==> src/rtl/core/mnsq_pkg.sv <==
package mnsq_pkg;

    // Sample width; samples are unsigned fixed point with 16 fraction bits at 24.
    localparam int SAMPLE_WIDTH = 24;

    // Dividend 2*25499*r + 100*p and divisor 200*p widths.
    localparam int NUM_W = SAMPLE_WIDTH + 17;
    localparam int DEN_W = SAMPLE_WIDTH + 8;

    // Result accumulator holds a root or a 9-bit quotient.
    localparam int ACC_W = (SAMPLE_WIDTH > 9) ? SAMPLE_WIDTH : 9;
    localparam int CNT_W = $clog2(ACC_W);

    // Quotient bits per division: bit 8 flags saturation.
    localparam int DIV_STEPS = 9;

    // Scale 254.99 = 25499/100 with round half up.
    localparam int SCALE_NUM2     = 50998;
    localparam int SCALE_HALF_DEN = 100;
    localparam int SCALE_DEN2     = 200;
    localparam logic [7:0] OUT_MAX = 8'hFF;

    // Stream payload widths.
    localparam int IN_DATA_W  = ((3 * SAMPLE_WIDTH + 7) / 8) * 8;
    localparam int OUT_DATA_W = 24;

    // Configuration port.
    localparam int PADDR_W = 3;
    localparam logic [PADDR_W-1:0] ADDR_DARK_THRESHOLD = 3'd0;

    // Item kinds.
    localparam logic KIND_MEASURE = 1'b0;
    localparam logic KIND_CONVERT = 1'b1;

    typedef enum logic
    {
        OP_ROOT,
        OP_DIV
    } unit_op_t;

    // Command to the shared root/divide unit.
    typedef struct packed
    {
        logic             start;
        unit_op_t         op;
        logic [NUM_W-1:0] num;
        logic [DEN_W-1:0] den;
    } unit_cmd_t;

    // Response from the shared unit.
    typedef struct packed
    {
        logic             done;
        logic [ACC_W-1:0] value;
    } unit_rsp_t;

    typedef enum logic [3:0]
    {
        ST_IDLE,
        ST_ROOT_P,
        ST_WAIT_P,
        ST_ROOT_C,
        ST_WAIT_C,
        ST_SCALE,
        ST_DIV,
        ST_WAIT_D,
        ST_NEXT,
        ST_OUT
    } seq_state_t;

endpackage

==> src/rtl/core/mnsq_unit.sv <==
module mnsq_unit
    import mnsq_pkg::*;
(
    input  logic      clk,
    input  logic      rst_n,
    input  unit_cmd_t cmd,
    output unit_rsp_t rsp
);

    logic                        busy_reg, busy_next;
    logic                        done_reg, done_next;
    unit_op_t                    op_reg, op_next;
    logic [CNT_W-1:0]            cnt_reg, cnt_next;
    logic [NUM_W-1:0]            rem_reg, rem_next;
    logic [ACC_W-1:0]            acc_reg, acc_next;
    logic [2*SAMPLE_WIDTH-1:0]   rad_reg, rad_next;
    logic [NUM_W-1:0]            dsh_reg, dsh_next;

    logic [NUM_W-1:0] root_a;
    logic [NUM_W-1:0] root_b;
    logic [NUM_W-1:0] op_a;
    logic [NUM_W-1:0] op_b;
    logic [NUM_W-1:0] diff;
    logic             ge;

    // Root step: bring down two radicand bits and try 4*root + 1.
    assign root_a = NUM_W'({rem_reg[SAMPLE_WIDTH:0], rad_reg[2*SAMPLE_WIDTH-1 -: 2]});
    assign root_b = NUM_W'({acc_reg[SAMPLE_WIDTH-1:0], 2'b01});

    // The one shared compare and subtract.
    always_comb
    begin
        unique case (op_reg)
            OP_ROOT:
            begin
                op_a = root_a;
                op_b = root_b;
            end
            OP_DIV:
            begin
                op_a = rem_reg;
                op_b = dsh_reg;
            end
            default:
            begin
                op_a = rem_reg;
                op_b = dsh_reg;
            end
        endcase
    end

    assign ge   = (op_a >= op_b);
    assign diff = op_a - op_b;

    // Load on a command, otherwise take one restoring step per cycle while busy.
    always_comb
    begin
        busy_next = busy_reg;
        done_next = 1'b0;
        op_next   = op_reg;
        cnt_next  = cnt_reg;
        rem_next  = rem_reg;
        acc_next  = acc_reg;
        rad_next  = rad_reg;
        dsh_next  = dsh_reg;
        if (cmd.start)
        begin
            busy_next = 1'b1;
            op_next   = cmd.op;
            acc_next  = '0;
            if (cmd.op == OP_ROOT)
            begin
                rem_next = '0;
                rad_next = {cmd.num[SAMPLE_WIDTH-1:0], {SAMPLE_WIDTH{1'b0}}};
                cnt_next = CNT_W'(SAMPLE_WIDTH - 1);
            end
            else
            begin
                rem_next = cmd.num;
                dsh_next = NUM_W'(cmd.den) << 8;
                cnt_next = CNT_W'(DIV_STEPS - 1);
            end
        end
        else if (busy_reg)
        begin
            rem_next = ge ? diff : op_a;
            acc_next = {acc_reg[ACC_W-2:0], ge};
            rad_next = rad_reg << 2;
            dsh_next = dsh_reg >> 1;
            if (cnt_reg == '0)
            begin
                busy_next = 1'b0;
                done_next = 1'b1;
            end
            else
            begin
                cnt_next = cnt_reg - 1'b1;
            end
        end
    end

    // Control state.
    always_ff @(posedge clk or negedge rst_n)
    begin
        if (!rst_n)
        begin
            busy_reg <= 1'b0;
            done_reg <= 1'b0;
        end
        else
        begin
            busy_reg <= busy_next;
            done_reg <= done_next;
        end
    end

    // Datapath.
    always_ff @(posedge clk)
    begin
        op_reg  <= op_next;
        cnt_reg <= cnt_next;
        rem_reg <= rem_next;
        acc_reg <= acc_next;
        rad_reg <= rad_next;
        dsh_reg <= dsh_next;
    end

    assign rsp.done  = done_reg;
    assign rsp.value = acc_reg;

endmodule

==> src/rtl/core/max_normalized_sqrt_quantizer.sv <==
// Peak-normalized square-root quantizer. The host streams a frame twice: measure items
// (tuser bit 0 low) update a running peak over all three channels, restarted by tuser
// bit 1, and give no result; convert items (tuser bit 0 high) give one result per pixel,
// each channel round(254.99 * sqrt(c) / sqrt(peak)) saturated at 255, or zeros with the
// too-dark flag when the peak lies below dark_threshold (APB address 0, reset 1).
// A measure item leaves the block ready for the next item. A convert item uses one shared
// restoring unit, which computes a 24-step root and a 9-step division for each channel in
// turn, and the peak root once for the first convert after a measure pass. A too-dark
// item skips the unit. The block accepts no item while one is in work.
module max_normalized_sqrt_quantizer
    import mnsq_pkg::*;
(
    input  logic                  clk,
    input  logic                  rst_n,
    // Input stream.
    input  logic                  s_axis_tvalid,
    output logic                  s_axis_tready,
    input  logic [IN_DATA_W-1:0]  s_axis_tdata,   // red_in, green_in, blue_in
    input  logic [1:0]            s_axis_tuser,   // kind, frame_start
    // Result stream.
    output logic                  m_axis_tvalid,
    input  logic                  m_axis_tready,
    output logic [OUT_DATA_W-1:0] m_axis_tdata,   // red_out, green_out, blue_out
    output logic [0:0]            m_axis_tuser,   // too_dark
    // Configuration port.
    input  logic                  psel,
    input  logic                  penable,
    input  logic                  pwrite,
    input  logic [PADDR_W-1:0]    paddr,
    input  logic [31:0]           pwdata,
    output logic [31:0]           prdata,
    output logic                  pready
);

    seq_state_t state_reg, state_next;

    logic [SAMPLE_WIDTH-1:0] thr_reg, thr_next;
    logic [SAMPLE_WIDTH-1:0] peak_value_reg, peak_value_next;
    logic [SAMPLE_WIDTH-1:0] peak_root_reg, peak_root_next;
    logic                    root_ready_reg, root_ready_next;
    logic [SAMPLE_WIDTH-1:0] samp_reg [3];
    logic [SAMPLE_WIDTH-1:0] samp_next [3];
    logic [7:0]              q_reg [3];
    logic [7:0]              q_next [3];
    logic [1:0]              ch_reg, ch_next;
    logic [SAMPLE_WIDTH-1:0] croot_reg, croot_next;
    logic [NUM_W-1:0]        n_reg, n_next;
    logic [DEN_W-1:0]        d_reg, d_next;
    logic                    dark_reg, dark_next;
    logic                    out_valid_reg, out_valid_next;
    logic [OUT_DATA_W-1:0]   out_data_reg, out_data_next;
    logic                    out_dark_reg, out_dark_next;

    logic                    in_acc;
    logic                    in_kind;
    logic                    in_start;
    logic [SAMPLE_WIDTH-1:0] in_red;
    logic [SAMPLE_WIDTH-1:0] in_green;
    logic [SAMPLE_WIDTH-1:0] in_blue;
    logic [SAMPLE_WIDTH-1:0] peak_max;
    logic                    is_dark;
    logic                    out_load;
    logic                    cfg_write;
    logic [SAMPLE_WIDTH-1:0] root_val;
    logic [NUM_W-1:0]        n_calc;
    logic [DEN_W-1:0]        d_calc;
    unit_cmd_t               cmd;
    unit_rsp_t               rsp;

    // Payload fields.
    assign in_kind  = s_axis_tuser[0];
    assign in_start = s_axis_tuser[1];
    assign in_red   = s_axis_tdata[SAMPLE_WIDTH-1:0];
    assign in_green = s_axis_tdata[2*SAMPLE_WIDTH-1:SAMPLE_WIDTH];
    assign in_blue  = s_axis_tdata[3*SAMPLE_WIDTH-1:2*SAMPLE_WIDTH];
    assign in_acc   = s_axis_tvalid && s_axis_tready;

    // Running peak, restarted on a frame start.
    always_comb
    begin
        peak_max = in_start ? '0 : peak_value_reg;
        if (in_red > peak_max)
        begin
            peak_max = in_red;
        end
        if (in_green > peak_max)
        begin
            peak_max = in_green;
        end
        if (in_blue > peak_max)
        begin
            peak_max = in_blue;
        end
    end

    assign is_dark  = (peak_value_reg < thr_reg);
    assign out_load = (state_reg == ST_OUT) && (!out_valid_reg || m_axis_tready);
    assign root_val = rsp.value[SAMPLE_WIDTH-1:0];

    // Rounded dividend and divisor for the current channel.
    assign n_calc = NUM_W'(croot_reg) * NUM_W'(SCALE_NUM2)
                  + NUM_W'(peak_root_reg) * NUM_W'(SCALE_HALF_DEN);
    assign d_calc = DEN_W'(peak_root_reg) * DEN_W'(SCALE_DEN2);

    // Configuration register.
    assign pready    = 1'b1;
    assign cfg_write = psel && penable && pwrite && pready && (paddr == ADDR_DARK_THRESHOLD);
    assign thr_next  = cfg_write ? pwdata[SAMPLE_WIDTH-1:0] : thr_reg;
    assign prdata    = (paddr == ADDR_DARK_THRESHOLD) ? 32'(thr_reg) : 32'd0;

    // Sequencer next state.
    always_comb
    begin
        state_next = state_reg;
        unique case (state_reg)
            ST_IDLE:
            begin
                if (in_acc && (in_kind == KIND_CONVERT))
                begin
                    if (is_dark)
                    begin
                        state_next = ST_OUT;
                    end
                    else if (!root_ready_reg)
                    begin
                        state_next = ST_ROOT_P;
                    end
                    else
                    begin
                        state_next = ST_ROOT_C;
                    end
                end
            end
            ST_ROOT_P:
            begin
                state_next = ST_WAIT_P;
            end
            ST_WAIT_P:
            begin
                if (rsp.done)
                begin
                    state_next = ST_ROOT_C;
                end
            end
            ST_ROOT_C:
            begin
                state_next = ST_WAIT_C;
            end
            ST_WAIT_C:
            begin
                if (rsp.done)
                begin
                    state_next = (peak_root_reg == '0) ? ST_NEXT : ST_SCALE;
                end
            end
            ST_SCALE:
            begin
                state_next = ST_DIV;
            end
            ST_DIV:
            begin
                state_next = ST_WAIT_D;
            end
            ST_WAIT_D:
            begin
                if (rsp.done)
                begin
                    state_next = ST_NEXT;
                end
            end
            ST_NEXT:
            begin
                state_next = (ch_reg == 2'd2) ? ST_OUT : ST_ROOT_C;
            end
            ST_OUT:
            begin
                if (out_load)
                begin
                    state_next = ST_IDLE;
                end
            end
            default:
            begin
                state_next = ST_IDLE;
            end
        endcase
    end

    // Sequencer outputs: handshake and unit commands.
    always_comb
    begin
        s_axis_tready = (state_reg == ST_IDLE);
        cmd.start     = 1'b0;
        cmd.op        = OP_ROOT;
        cmd.num       = '0;
        cmd.den       = '0;
        unique case (state_reg)
            ST_ROOT_P:
            begin
                cmd.start = 1'b1;
                cmd.num   = NUM_W'(peak_value_reg);
            end
            ST_ROOT_C:
            begin
                cmd.start = 1'b1;
                cmd.num   = NUM_W'(samp_reg[ch_reg]);
            end
            ST_DIV:
            begin
                cmd.start = 1'b1;
                cmd.op    = OP_DIV;
                cmd.num   = n_reg;
                cmd.den   = d_reg;
            end
            default:
            begin
                cmd.start = 1'b0;
            end
        endcase
    end

    // Datapath next values.
    always_comb
    begin
        peak_value_next = peak_value_reg;
        peak_root_next  = peak_root_reg;
        root_ready_next = root_ready_reg;
        samp_next       = samp_reg;
        q_next          = q_reg;
        ch_next         = ch_reg;
        croot_next      = croot_reg;
        n_next          = n_reg;
        d_next          = d_reg;
        dark_next       = dark_reg;
        out_data_next   = out_data_reg;
        out_dark_next   = out_dark_reg;
        out_valid_next  = out_valid_reg && !m_axis_tready;

        unique case (state_reg)
            ST_IDLE:
            begin
                if (in_acc)
                begin
                    if (in_kind == KIND_MEASURE)
                    begin
                        peak_value_next = peak_max;
                        root_ready_next = 1'b0;
                    end
                    else
                    begin
                        samp_next[0] = in_red;
                        samp_next[1] = in_green;
                        samp_next[2] = in_blue;
                        ch_next      = 2'd0;
                        dark_next    = is_dark;
                    end
                end
            end
            ST_WAIT_P:
            begin
                if (rsp.done)
                begin
                    peak_root_next  = root_val;
                    root_ready_next = 1'b1;
                end
            end
            ST_WAIT_C:
            begin
                if (rsp.done)
                begin
                    croot_next = root_val;
                    // Zero peak: no division, any light saturates.
                    q_next[ch_reg] = (root_val != '0) ? OUT_MAX : 8'd0;
                end
            end
            ST_SCALE:
            begin
                n_next = n_calc;
                d_next = d_calc;
            end
            ST_WAIT_D:
            begin
                if (rsp.done)
                begin
                    q_next[ch_reg] = rsp.value[8] ? OUT_MAX : rsp.value[7:0];
                end
            end
            ST_NEXT:
            begin
                if (ch_reg != 2'd2)
                begin
                    ch_next = ch_reg + 2'd1;
                end
            end
            ST_OUT:
            begin
                if (out_load)
                begin
                    out_valid_next = 1'b1;
                    out_dark_next  = dark_reg;
                    out_data_next  = dark_reg ? '0 : {q_reg[2], q_reg[1], q_reg[0]};
                end
            end
            default:
            begin
                ch_next = ch_reg;
            end
        endcase
    end

    // Control state.
    always_ff @(posedge clk or negedge rst_n)
    begin
        if (!rst_n)
        begin
            state_reg      <= ST_IDLE;
            thr_reg        <= SAMPLE_WIDTH'(1);
            peak_value_reg <= '0;
            peak_root_reg  <= '0;
            root_ready_reg <= 1'b0;
            out_valid_reg  <= 1'b0;
        end
        else
        begin
            state_reg      <= state_next;
            thr_reg        <= thr_next;
            peak_value_reg <= peak_value_next;
            peak_root_reg  <= peak_root_next;
            root_ready_reg <= root_ready_next;
            out_valid_reg  <= out_valid_next;
        end
    end

    // Payload registers.
    always_ff @(posedge clk)
    begin
        samp_reg     <= samp_next;
        q_reg        <= q_next;
        ch_reg       <= ch_next;
        croot_reg    <= croot_next;
        n_reg        <= n_next;
        d_reg        <= d_next;
        dark_reg     <= dark_next;
        out_data_reg <= out_data_next;
        out_dark_reg <= out_dark_next;
    end

    // Shared root and divide unit.
    mnsq_unit u_unit
    (
        .clk   (clk),
        .rst_n (rst_n),
        .cmd   (cmd),
        .rsp   (rsp)
    );

    assign m_axis_tvalid   = out_valid_reg;
    assign m_axis_tdata    = out_data_reg;
    assign m_axis_tuser[0] = out_dark_reg;

endmodule

==> config.mk <==
export PLATFORM = sky130hd
export DESIGN_NAME = max_normalized_sqrt_quantizer
export DESIGN_NICKNAME = d
export VERILOG_FILES = /design/src/rtl/core/mnsq_pkg.sv /design/src/rtl/core/mnsq_unit.sv /design/src/rtl/core/max_normalized_sqrt_quantizer.sv
export SDC_FILE = /design/constraint.sdc
export NUM_CORES = 1
export LEC_CHECK = 0
export ABC_AREA = 0
export CORE_MARGIN = 2
export CORE_UTILIZATION = 44
export CTS_CLUSTER_DIAMETER = 150
export DETAILED_ROUTE_END_ITERATION = 12
export DONT_BUFFER_PORTS = 1
export PLACE_DENSITY_LB_ADDON = 0.08
export SYNTH_ARGS = -nofsm -noshare
export SYNTH_HDL_FRONTEND = slang
export SYNTH_HIERARCHICAL = 1
export SYNTH_SLANG_ARGS = --single-unit
==> constraint.sdc <==
create_clock -name clk -period 14 [get_ports clk]
set_input_delay 2.8 -clock clk [delete_from_list [all_inputs] [get_ports clk]]
set_output_delay 2.8 -clock clk [all_outputs]
set_load 0.005 [all_outputs]
==> metrics <==
Compound-Gate Fraction of Synth Area=about 13%; Area contributors post-synth=edfxtp_1 28%, ha_1 14%, fa_1 9.1%, dfrtp_1 5.6%, inv_1 4.9%; Gate Count Post-Synth=3,452; YS warnings=6; VDD IR max=0.0000948 V; most frequent cells after synthesis=464 x inv_1, 393 x ha_1, 328 x edfxtp_1; die height=287 um; mux cell area share after synthesis=7.73%; row cnt=103; CP max FO=28; final wirelength=107,000 um; Setup crit end kind=flip-flop; DR WL/cell=between 20 and 25 um; CTS Buffer Depth=3; placed cells=4,421; top_reg_cell synth=edfxtp_1; Area growth syn-to-layout=8.02%; Total GRT Usage=25.9%; DIE WIDTH=287 um; core area=79,100 um2; top-area cell type share of the netlist area=27.9%; CTS H-tree depth=2; largest net degree at the start of global routing=81; GRT Residual Overflow=0; Final min period=~11 ns; Fillers=7,407; non-filler cells, final=approximately 4,500; max-slew violations=0; Least-Margin Pin Slew=1.23 ns; detailed-route DRC error count=0; worst hold path type=flip-flop to flip-flop; initial antenna violation count=12; Power Density=77.0 nW/um2; Simple-Gate Fraction of Synth Area=between 10% and 20%; top-count cell post-synth=inv_1; Sink Count=432; post-synth top area cell=edfxtp_1; number of distinct library cells after synthesis=93; # IOs=176; Final ANT Viol Nets=0; first-pass GRT wire length=around 160,000 um; Pleak=approximately 17 nW; mapped cell area=35,300 um2; cts bufs inserted=52; crit path DAT=between 10 and 15 ns; Pre-antenna DRT Iters=6; Largest register FFs=72; critical path type=input pin to flip-flop; Peak Freq=0.0951 GHz; status=finished clean; CTS Root Cell=clkbuf_16; XOR/XNOR share of the synthesized area=2.96%; Avg Cell Area, Syn=approximately 10 um2; 1st-iter DRT viols=1,959; layout cells sized above 1=9.60%; largest family of logic cells by synthesized area=adder cells; Routability Congestion=roughly 0.92; Final setup viols=0; Buffers on Ports=0; Final Hold Viols=0; Req. time, crit path=14.48 ns; Period Utilization, post-route=75.1%; Die ar.=82,400 um2; area of the multi-input gates=20,700 um2; postcts setup bufs=0; clock-pin slew on the worst setup and hold paths=~0.06 ns; vias in the first global route=26,000; sequential area share after synthesis=35.0%; max_cap viols=0; Setup Skew=between 0.08 and 0.09 ns; Synth Register Bits=432; TNS Setup=0 ns; CP Launch Type=input pin; Worst path max stage delay=0.82 ns; async set-or-reset flop fraction in the synthesized netlist=18.5%; RSZ-0062 raised after global routing=no; initial core utilization=44.6%; clk_lat worst skew=0.64 ns; setup ws final=3.48 ns; CTS tree=yes; Post-synth EDFFs=328; vias=25,700; vias per cell=5.68; HPWL Detailed=approximately 84,000 um; Setup WS pre-CTS=2.94 ns; PostCTS Resize Cnt=0; crit path buf inv count=3; Worst path slowest cell=a22oi_4; Hold-fix buffers, CTS=0; cell family with most CP delay=compound AO/OA/AOI/OAI gates; register area=12,300 um2; Max-slew headroom=between 10% and 20%; Final #Nets=4,094; adder-cell share of the synthesized area=23.0%; Final Util=48.1%
==> layout by cell type (no fill, tap or decap), drive strengths merged, types with 18 or more instances in the layout <==
master  Yosys  layout
inv       464     467
and3       25      25
a21oi     190     190
o21bai     18      18
dfrtp      79      79
fa        160     160
nor2b      70      70
xnor2      77      77
and2      112     112
mux2      150     150
a21o       58      58
nand3      47      47
nor3       62      62
nor2      191     191
o21a       29      29
buf        34      32
xor2       42      42
mux2i      96      96
a211oi     42      42
nand2b     44      44
dfxtp      24      24
a22oi      35      35
edfxtp    328     328
nand4      35      35
nand2     183     183
clkbuf     89      66
clkinv      1      24
ha        393     393
o21ai     168     168
==> worst paths after layout <==
path / start / end / slack, ns / cells after the start
worst min register to register: root_ready_reg$_DFFE_PN0P_ / root_ready_reg$_DFFE_PN0P_ / 0.50 / 2
worst max-delay path: s_axis_tuser[1] / peak_value_reg[13]$_DFFE_PN0P_ / 3.48 / 31
worst max register to register: peak_value_reg[9]$_DFFE_PN0P_ / peak_value_reg[13]$_DFFE_PN0P_ / 5.03 / 31
min in group asynchronous: rst_n / thr_reg[2]$_DFFE_PN0P_ / 1.87 / 0
max in group asynchronous: rst_n / peak_root_reg[22]$_DFFE_PN0P_ / 11.92 / 0
worst min-delay path: root_ready_reg$_DFFE_PN0P_ / root_ready_reg$_DFFE_PN0P_ / 0.50 / 2
==> report_power, final <==
group | leakage [nW] | switching, mW | total, mW | internal (mW)
Clock | 0.856 | 0.582 | 1.38 | 0.795
Sequential | 4.31 | 0.00838 | 1.39 | 1.38
Combinational | 11.9 | 0.0898 | 0.161 | 0.0713
Total | 17.1 | 0.680 | 2.93 | 2.25
==> stage by stage <==
step | total power, mW | cell area, um2 | hold slack (ns)
floorplan | 1.54 | 35300 | 0.447
global placement | 1.57 | 36300 | 0.485
detailed placement | 1.58 | 36300 | 0.503
CTS | 2.96 | 38100 | 0.517
global route | 3.03 | 38100 | 0.530
finish | 2.93 | 38100 | 0.503
==> cells by family (layout without fill, tap and decap cells) <==
logic type / after synthesis / after routing
compound gates: 675 / 675
fa+ha+maj: 553 / 553
xor+xnor: 119 / 119
flops: 432 / 432
buf+inv: 588 / 595
simple gates: 837 / 837
mux: 246 / 246
other cells: 2 / 17
==> per-layer routing <==
metal / share of wire [%] / GRT usage (%)
met2: 46 / 41.2
met5: 0 / 0
met1: 44 / 34.6
met3: 7.0 / 5.67
met4: 3.7 / 9.61
==> cell type report <==
type | count | share of cell area (%)
antenna | 5 | 0.0329
inverter | 465 | 4.58
tap | 1050 | 3.45
sequential | 432 | 32.4
clock buffer | 66 | 3.71
multi-input combinational | 2442 | 54.4
clock inverter | 32 | 0.857
timing repair buffer | 32 | 0.631
==> worst register-to-register path: cells and delay by family, from the launching register on <==
family	cells	cell delay, ns
AO/OA/AOI/OAI	16	3.76
AND/OR/NAND/NOR	7	1.97
multiplexers	2	0.87
flip-flops	1	0.53
adder cells (fa/ha/maj)	3	0.90
buffers and inverters	3	0.77
No activity file was read; power rests on OpenSTA's default activity.
